**config.mk**
```make
export PLATFORM = sky130hd
export DESIGN_NAME = fbpa_div
export DESIGN_NICKNAME = d
export VERILOG_FILES = /design/src/rtl/core/fbpa_pkg.sv /design/src/rtl/core/fbpa_div.sv
export SDC_FILE = /design/constraint.sdc
export NUM_CORES = 1
export LEC_CHECK = 0
export BUFFER_PORTS_ARGS = -buffer_cell sky130_fd_sc_hd__buf_2
export CAP_MARGIN = 20
export CORE_AREA = 2 2 116 118
export DETAILED_ROUTE_END_ITERATION = 10
export DIE_AREA = 0 0 118 120
export GPL_TIMING_DRIVEN = 0
export PLACE_DENSITY_LB_ADDON = 0.12
export SLEW_MARGIN = 15
export SYNTH_ARGS = -nofsm -noshare
export SYNTH_HDL_FRONTEND = slang
export SYNTH_SLANG_ARGS = --single-unit
```
**constraint.sdc**
```tcl
create_clock -name clk -period 4.5 [get_ports clk]
set_clock_uncertainty 0.15 [all_clocks]
set_input_delay 0.675 -clock clk [delete_from_list [all_inputs] [get_ports clk]]
set_output_delay 0.675 -clock clk [all_outputs]
set_load 0.02 [all_outputs]
```
**src/rtl/core/fbpa_pkg.sv**
```systemverilog
// Shared widths, codes and types of the fixed-size block pool allocator.
`default_nettype none
package fbpa_pkg;

	localparam int unsigned MAX_BLOCKS_DEF = 1024;

	localparam int unsigned ADDR_W = 32;
	localparam int unsigned BSZ_W  = 17;
	localparam int unsigned CNT_W  = 11;
	localparam int unsigned SZ_W   = BSZ_W + 1;
	localparam int unsigned SPAN_W = CNT_W + SZ_W;
	localparam int unsigned IDXR_W = 2;

	localparam logic [ADDR_W-1:0] RST_BASE  = '0;
	localparam logic [BSZ_W-1:0]  RST_SIZE  = BSZ_W'(32);
	localparam logic [CNT_W-1:0]  RST_COUNT = CNT_W'(16);

	typedef enum logic [IDXR_W-1:0] {
		REG_BASE  = 2'd0,
		REG_SIZE  = 2'd1,
		REG_COUNT = 2'd2
	} fbpa_reg_t;

	typedef enum logic [1:0] {
		ST_OK       = 2'd0,
		ST_NO_FREE  = 2'd1,
		ST_BAD_ADDR = 2'd2,
		ST_FULL     = 2'd3
	} fbpa_status_t;

	typedef enum logic [2:0] {
		S_IDLE,
		S_GET_DEC,
		S_GET_LINK,
		S_GET_MUL,
		S_GET_ADD,
		S_PUT_SPAN,
		S_PUT_CHECK,
		S_PUT_DIV
	} fbpa_state_t;

	typedef struct packed {
		logic         pop_head;
		logic         take_fresh;
		logic         load_link;
		logic         mul_en;
		logic         mul_count;
		logic         div_go;
		logic         push;
		logic         grant;
		logic         finish;
		fbpa_status_t status;
	} fbpa_ctrl_t;

endpackage
`default_nettype wire

```
**src/rtl/core/fbpa_div.sv**
```systemverilog
// Restoring divider: one quotient bit a cycle, MSB first.
`default_nettype none
module fbpa_div (
	input  wire logic                         clk,
	input  wire logic                         arst_n,
	input  wire logic                         go,
	input  wire logic [fbpa_pkg::SPAN_W-1:0]  dividend,
	input  wire logic [fbpa_pkg::SZ_W-1:0]    divisor,
	output logic                              done,
	output logic [fbpa_pkg::CNT_W-1:0]        quotient,
	output logic                              rem_nz
);

	localparam int unsigned STEP_W = $clog2(fbpa_pkg::CNT_W);

	logic [fbpa_pkg::SPAN_W-1:0] rem_q;
	logic [fbpa_pkg::SPAN_W-1:0] dvs_q;
	logic [fbpa_pkg::CNT_W-1:0]  quot_q;
	logic [STEP_W-1:0]           step_q;
	logic                        run_q;
	logic                        done_q;
	logic                        ge;

	// The quotient fits CNT_W bits as the dividend lies below the pool span.
	assign ge = rem_q >= dvs_q;

	always_ff @(posedge clk or negedge arst_n) begin
		if (!arst_n) begin
			run_q  <= 1'b0;
			done_q <= 1'b0;
			step_q <= '0;
		end else begin
			done_q <= 1'b0;
			if (go) begin
				run_q  <= 1'b1;
				step_q <= STEP_W'(fbpa_pkg::CNT_W - 1);
			end else if (run_q) begin
				step_q <= step_q - 1'b1;
				if (step_q == '0) begin
					run_q  <= 1'b0;
					done_q <= 1'b1;
				end
			end
		end
	end

	always_ff @(posedge clk) begin
		if (go) begin
			rem_q  <= dividend;
			dvs_q  <= fbpa_pkg::SPAN_W'(divisor) << (fbpa_pkg::CNT_W - 1);
			quot_q <= '0;
		end else if (run_q) begin
			if (ge) begin
				rem_q <= rem_q - dvs_q;
			end
			quot_q <= {quot_q[fbpa_pkg::CNT_W-2:0], ge};
			dvs_q  <= dvs_q >> 1;
		end
	end

	assign done     = done_q;
	assign quotient = quot_q;
	assign rem_nz   = rem_q != '0;

endmodule
`default_nettype wire

```
==> results.sh, run 1 <==
export IMPL_status="finished clean"
export IMPL_ctsHtreeMaxLevel=3
export IMPL_timing_slew_headroom_pct=41.3
export IMPL_drv_cap=0
export IMPL_cp_start_kind="register"
export IMPL_clock_sinks=74
export IMPL_drive_gt1_share_pct=16.0
export IMPL_firstDrtPassIters=5
export IMPL_track_usage_pct=21.7
export IMPL_place_gp_congestion=0.849
export IMPL_clkTransAtPathRegs_ps=60
export IMPL_grt_overflow_total=0
export IMPL_vias=4491
export IMPL_fin_nets=731
export IMPL_p_leak_nw=2.56
export IMPL_numCtsBuffers=9
export IMPL_synth_edf_count=47
export IMPL_fin_crit_ps=3560
export IMPL_pre_cts_ws_ps=978
export IMPL_rr_worst_depth=9
export IMPL_fin_crit_sh_pct=79.0
export IMPL_area_growth_pct=17.5
export IMPL_tightest_slew_ps=879
export IMPL_top_layer_used="met4"
export IMPL_portBuffers=61
export IMPL_clk_path_buf_depth=2
export IMPL_fin_area_um2=5930
export IMPL_layout_common_cells="nand2_1, buf_2, o21ai_0"
export IMPL_slew_viol_final=0
export IMPL_setup_violations=0
export IMPL_antenna_found_initial=0
export IMPL_hold_viol_final=0
export IMPL_synth_ff_type="edfxtp_1"
export IMPL_initial_core_util_pct=38.9
export IMPL_die_area_um2=14200
export IMPL_fin_hold_ws_ps=362
export IMPL_yosysSeqAreaShare_pct=39.3
export IMPL_grt_max_degree=19
export IMPL_ant_nets=0
export IMPL_met2_length_um=7020
export IMPL_clock_root_buffer="clkbuf_16"
export IMPL_syn_area_um2=5050
export IMPL_die_x_um=118
export IMPL_min_path_type="register to register"
export IMPL_io_pin_count=63
export IMPL_layout_setup_ws_ps=944
export IMPL_max_freq_mhz=281
export IMPL_rsz0062_at_grt="no"
export IMPL_grt_pass1_vias=4543
export IMPL_path_class="register to register"
export IMPL_worstPathRequired_ps=4410
export IMPL_die_y_um=120
export IMPL_grt_pass1_wl_um=23700
export IMPL_ys_types=66
export IMPL_n_fill_cell=1339
export IMPL_syn_inst=576
export IMPL_peakVddDrop_uv=185
export IMPL_p_per_area_nw_per_um2=647
export IMPL_drc=0
export IMPL_cp_max_fo=15
export IMPL_worstHoldPathCells=2
export IMPL_placedInstanceArea_um2=5620
export IMPL_core_um2=13000
export IMPL_drt_iter0_drc=344
export IMPL_num_rows=42
export IMPL_wl_per_cell_um=17.7
export IMPL_diodes=0
export IMPL_clock_latency_ps=350
export IMPL_synth_seq_cells=74
export IMPL_synthArstFlopShare_pct=8.11
export IMPL_tns_ps=0
export IMPL_mostFrequentLayoutCell="nand2_1"
export IMPL_synthesis_nets=657
export IMPL_dp_hpwl_um=11300
export IMPL_total_power_mw=3.84
export IMPL_cp_arrival_ps=3460
export IMPL_drt_met1_wl_um=6730
export IMPL_yosys_warnings=0
export IMPL_wl_um=14700
export IMPL_critPathCaptureType="register"
export IMPL_cts_tree="done"
export IMPL_viasPerCell=5.40
export IMPL_syn_avg_cell_area_um2=8.76
export IMPL_wl_met3_um=625
-- kinds of logic (layout without fill, tap and decap cells) --
| kind of cell | after synthesis | after routing | synth area share, % |
|---|---|---|---|
| buffers and inverters | 70 | 149 | 5.50 |
| flip-flops | 74 | 74 | 39.3 |
| AO/OA/AOI/OAI | 150 | 150 | 19.7 |
| adder cells (fa/ha/maj) | 31 | 31 | 7.83 |
| XOR/XNOR | 16 | 16 | 2.78 |
| AND/OR/NAND/NOR | 211 | 211 | 20.2 |
| multiplexers | 24 | 24 | 4.78 |
-- metrics by stage --
step | utilization, % | instances
after detailed placement | 43.3 | 814
after CTS | 45.7 | 831
after global placement | 42.9 | 813
after floorplan | - | 576
final | 45.7 | 831
after global routing | 45.7 | 831
-- synth_stat cells (all sizes together), types with 8 or more instances --
cell type  number  area, µm²
a21oi          32        175
nand4           9       56.3
xnor2          10       87.6
o21a            8       60.1
inv            37        139
edfxtp         47       1410
dfxtp          21        420
nor4           10       62.6
a21o            8       60.1
nor3           17        105
ha             30        375
o21ai          55        275
nor2           37        139
mux2i          23        230
buf            12       60.1
clkbuf         21       78.8
nand2          93        352
nand3          13       65.1
-- layout make-up --
| type | count | area, µm² | share of cell area, % |
|---|---|---|---|
| repair buffers | 63 | 343 | 5.78 |
| clock inverters | 5 | 41.3 | 0.696 |
| clock buffers | 11 | 264 | 4.45 |
| multi-input cells | 432 | 2800 | 47.3 |
| well taps | 176 | 220 | 3.71 |
| flip-flops and latches | 74 | 1980 | 33.4 |
| plain buffers | 33 | 139 | 2.34 |
| inverters | 37 | 139 | 2.34 |
-- critical path: stages, from the launching register on --
cell       delay (ps)
dfxtp_1           400
inv_1              60
ha_1              410
nand2_1           170
o21ai_1           230
nand3_1           300
a2111oi_4         470
o21ai_1           220
a31oi_4           610
buf_16            230
-- final timing paths --
path / slack [ps] / end / start
hold / removal: 360 / quotient[10]$_SDFFE_PP0P_ / quotient[10]$_SDFFE_PP0P_
max in group asynchronous: 3530 / step_q[2]$_DFFE_PN0P_ / arst_n
setup / recovery: 940 / rem_q[6]$_DFFE_PP_ / dvs_q[7]$_SDFFE_PP0P_
min in group asynchronous: 520 / step_q[3]$_DFFE_PN0P_ / arst_n
hold reg to reg: 360 / quotient[10]$_SDFFE_PP0P_ / quotient[10]$_SDFFE_PP0P_
setup reg to reg: 940 / rem_q[6]$_DFFE_PP_ / dvs_q[7]$_SDFFE_PP0P_
-- metal layers --
layer  track usage (%)  vias up
met5                 0        -
met2              36.3      135
met3              2.71       22
met1              28.6     2084
li1                  -     2250
met4              8.66        0
-- report_power, final --
group / leakage [nW] / switching, mW / internal [mW] / total, mW
clock network: 0.153 / 0.321 / 0.430 / 0.751
registers: 0.742 / 0.123 / 0.964 / 1.09
logic: 1.66 / 1.24 / 0.760 / 2.00
-- repair_timing --
action                    CTS  global route
gates resized for setup     0             0
hold buffers                1             0
buffers inserted            0             0
hold endpoints to repair    6             0
-- sequential cells by signal, indices dropped and copies added (netlist names) --
signal,cells
quotient,11
step_q,4
rem_q,29
run_q,1
done,1
dvs_q,28
(Power assumes the default switching activity.)
==> inputs of run 2 (changes only) <==
==> constraint.sdc (replaced) <==
create_clock -name clk -period 3.5 [get_ports clk]
set_clock_uncertainty 0.15 [all_clocks]
set_input_delay 0.525 -clock clk [delete_from_list [all_inputs] [get_ports clk]]
set_output_delay 0.525 -clock clk [all_outputs]
set_load 0.02 [all_outputs]
==> run 2 against run 1 <==
Effect of this change:
- final cell count increased by 0.12%
- routed wire length up 1.7%
- count of clock-buffer cells in the layout unchanged
- sequential cell count is the same
- setup slack worse by 690 ps
- combinational power rose by 29%
- non-clock buffer count grew 1
- die area unchanged
- power increased by 29%
- via count up 1.6%
- clock power up 28%
- largest cell class unchanged
- largest power group unchanged
==> results.sh, run 2 (same netlist as run 1, synthesis figures left out) <==
export IMPL_fin_nets=732
export IMPL_mostFrequentLayoutCell="nand2_1"
export IMPL_hold_viol_final=0
export IMPL_p_leak_nw=2.57
export IMPL_critPathCaptureType="register"
export IMPL_layout_common_cells="nand2_1, buf_2, o21ai_0"
export IMPL_antenna_found_initial=0
export IMPL_wl_per_cell_um=18.0
export IMPL_grt_max_degree=19
export IMPL_vias=4565
export IMPL_drc=0
export IMPL_num_rows=42
export IMPL_dp_hpwl_um=11500
export IMPL_slowest_stage="a2111oi_4"
export IMPL_cp_common_cell="o21ai_1"
export IMPL_grt_pass1_wl_um=23100
export IMPL_worstPathRequired_ps=3410
export IMPL_die_x_um=118
export IMPL_max_stage_delay_ps=530
export IMPL_crit_chain="ha_1, buf_2, nand2_1, nor3_2, o21ai_1, a2111oi_4, o21ai_1, a31oi_4, buf_16"
export IMPL_cp_max_fo=16
export IMPL_cp_start_kind="register"
export IMPL_fin_crit_ps=3250
export IMPL_diodes=0
export IMPL_fin_crit_sh_pct=92.8
export IMPL_path_class="register to register"
export IMPL_regArea_um2=1980
export IMPL_drive_gt1_share_pct=16.2
export IMPL_clock_root_buffer="clkbuf_16"
export IMPL_clkTransAtPathRegs_ps=60
export IMPL_clk_path_buf_depth=2
export IMPL_wl_um=15000
export IMPL_die_area_um2=14200
export IMPL_firstDrtPassIters=7
export IMPL_ctsHtreeMaxLevel=3
export IMPL_rsz0062_at_grt="no"
export IMPL_p_per_area_nw_per_um2=833
export IMPL_largest_reg_flops=29
export IMPL_timing_slew_headroom_pct=47.5
export IMPL_area_growth_pct=17.9
export IMPL_setup_violations=0
export IMPL_initial_core_util_pct=38.9
export IMPL_clock_sinks=74
export IMPL_viasPerCell=5.49
export IMPL_io_pin_count=63
export IMPL_ant_nets=0
export IMPL_drv_cap=0
export IMPL_track_usage_pct=21.4
export IMPL_die_y_um=120
export IMPL_portBuffers=61
export IMPL_multiInputGateArea_um2=2800
export IMPL_cp_arrival_ps=3160
export IMPL_placedInstanceArea_um2=5620
export IMPL_grt_pass1_vias=4339
export IMPL_fin_area_um2=5950
export IMPL_peakVddDrop_uv=357
export IMPL_regMostFlops="rem_q"
export IMPL_tightest_slew_ps=788
export IMPL_status="finished clean"
export IMPL_min_path_type="input pin to register"
export IMPL_fin_hold_ws_ps=303
export IMPL_max_freq_mhz=308
export IMPL_place_gp_congestion=0.957
export IMPL_crit_family="compound AO/OA/AOI/OAI gates"
export IMPL_cts_tree="done"
export IMPL_drt_iter0_drc=300
export IMPL_slew_viol_final=0
export IMPL_core_um2=13000
export IMPL_grt_overflow_total=0
export IMPL_cp_num_buf_inv=2
export IMPL_clock_latency_ps=350
export IMPL_n_fill_cell=1367
export IMPL_numCtsBuffers=9
run 2: per-layer routing:
layer	up-vias	global-route usage, %	wire [µm]
met5	-	0	0
met3	20	3.99	719
met4	0	8.06	348
met2	127	36.1	7230
li1	2248	-	-
met1	2170	27.1	6680
run 2: per-stage QoR:
stage / power [mW] / TNS (ps) / util [%] / std cells / setup slack, ps
finish: 4.96 / 0 / 45.9 / 832 / 251
detailed placement: 3.95 / -586 / 43.3 / 814 / -38.1
global placement: 3.89 / -24240 / 43.0 / 813 / -838
CTS: 4.94 / 0 / 45.9 / 832 / 274
floorplan: 3.27 / 0 / - / 576 / 131
global route: 5.31 / 0 / 45.9 / 832 / 122
run 2: area by class of cell:
cell class              count  share of cell area [%]
well taps                 176                    3.70
flip-flops and latches     74                    33.3
clock inverters             5                   0.694
plain buffers              33                    2.33
repair buffers             64                    6.10
inverters                  37                    2.33
multi-input cells         432                    47.1
clock buffers              11                    4.44
run 2: timing repair:
action / CTS / global route
setup buffers: 1 / 0
gates resized for setup: 0 / 0
endpoints found under the hold margin: 6 / 0
hold buffers: 1 / 0
setup endpoints to repair: 16 / 0
run 2: worst reg2reg max path: stages (launching register included):
cell,delay (ps)
edfxtp_1,420
ha_1,290
buf_2,170
nand2_1,150
nor3_2,230
o21ai_1,270
a2111oi_4,530
o21ai_1,210
a31oi_4,320
buf_16,200
run 2: report_power, final:
part           internal (mW)  switching, mW
clock                  0.553          0.411
sequential              1.24          0.171
combinational          0.988           1.60
total                   2.78           2.18
run 2: path summary, 6_finish.rpt:
check                                           from                         to  slack, ps  depth (start not counted)
setup / recovery                  rem_q[9]$_DFFE_PP_        rem_q[19]$_DFFE_PP_        250                          9
hold / removal                           dividend[7]         rem_q[7]$_DFFE_PP_        300                          3
setup reg to reg                  rem_q[9]$_DFFE_PP_        rem_q[19]$_DFFE_PP_        250                          9
hold reg to reg            quotient[10]$_SDFFE_PP0P_  quotient[10]$_SDFFE_PP0P_        350                          2
max in group asynchronous                     arst_n      step_q[3]$_DFFE_PN0P_       2690                          2
min in group asynchronous                     arst_n      step_q[2]$_DFFE_PN0P_        370                          2
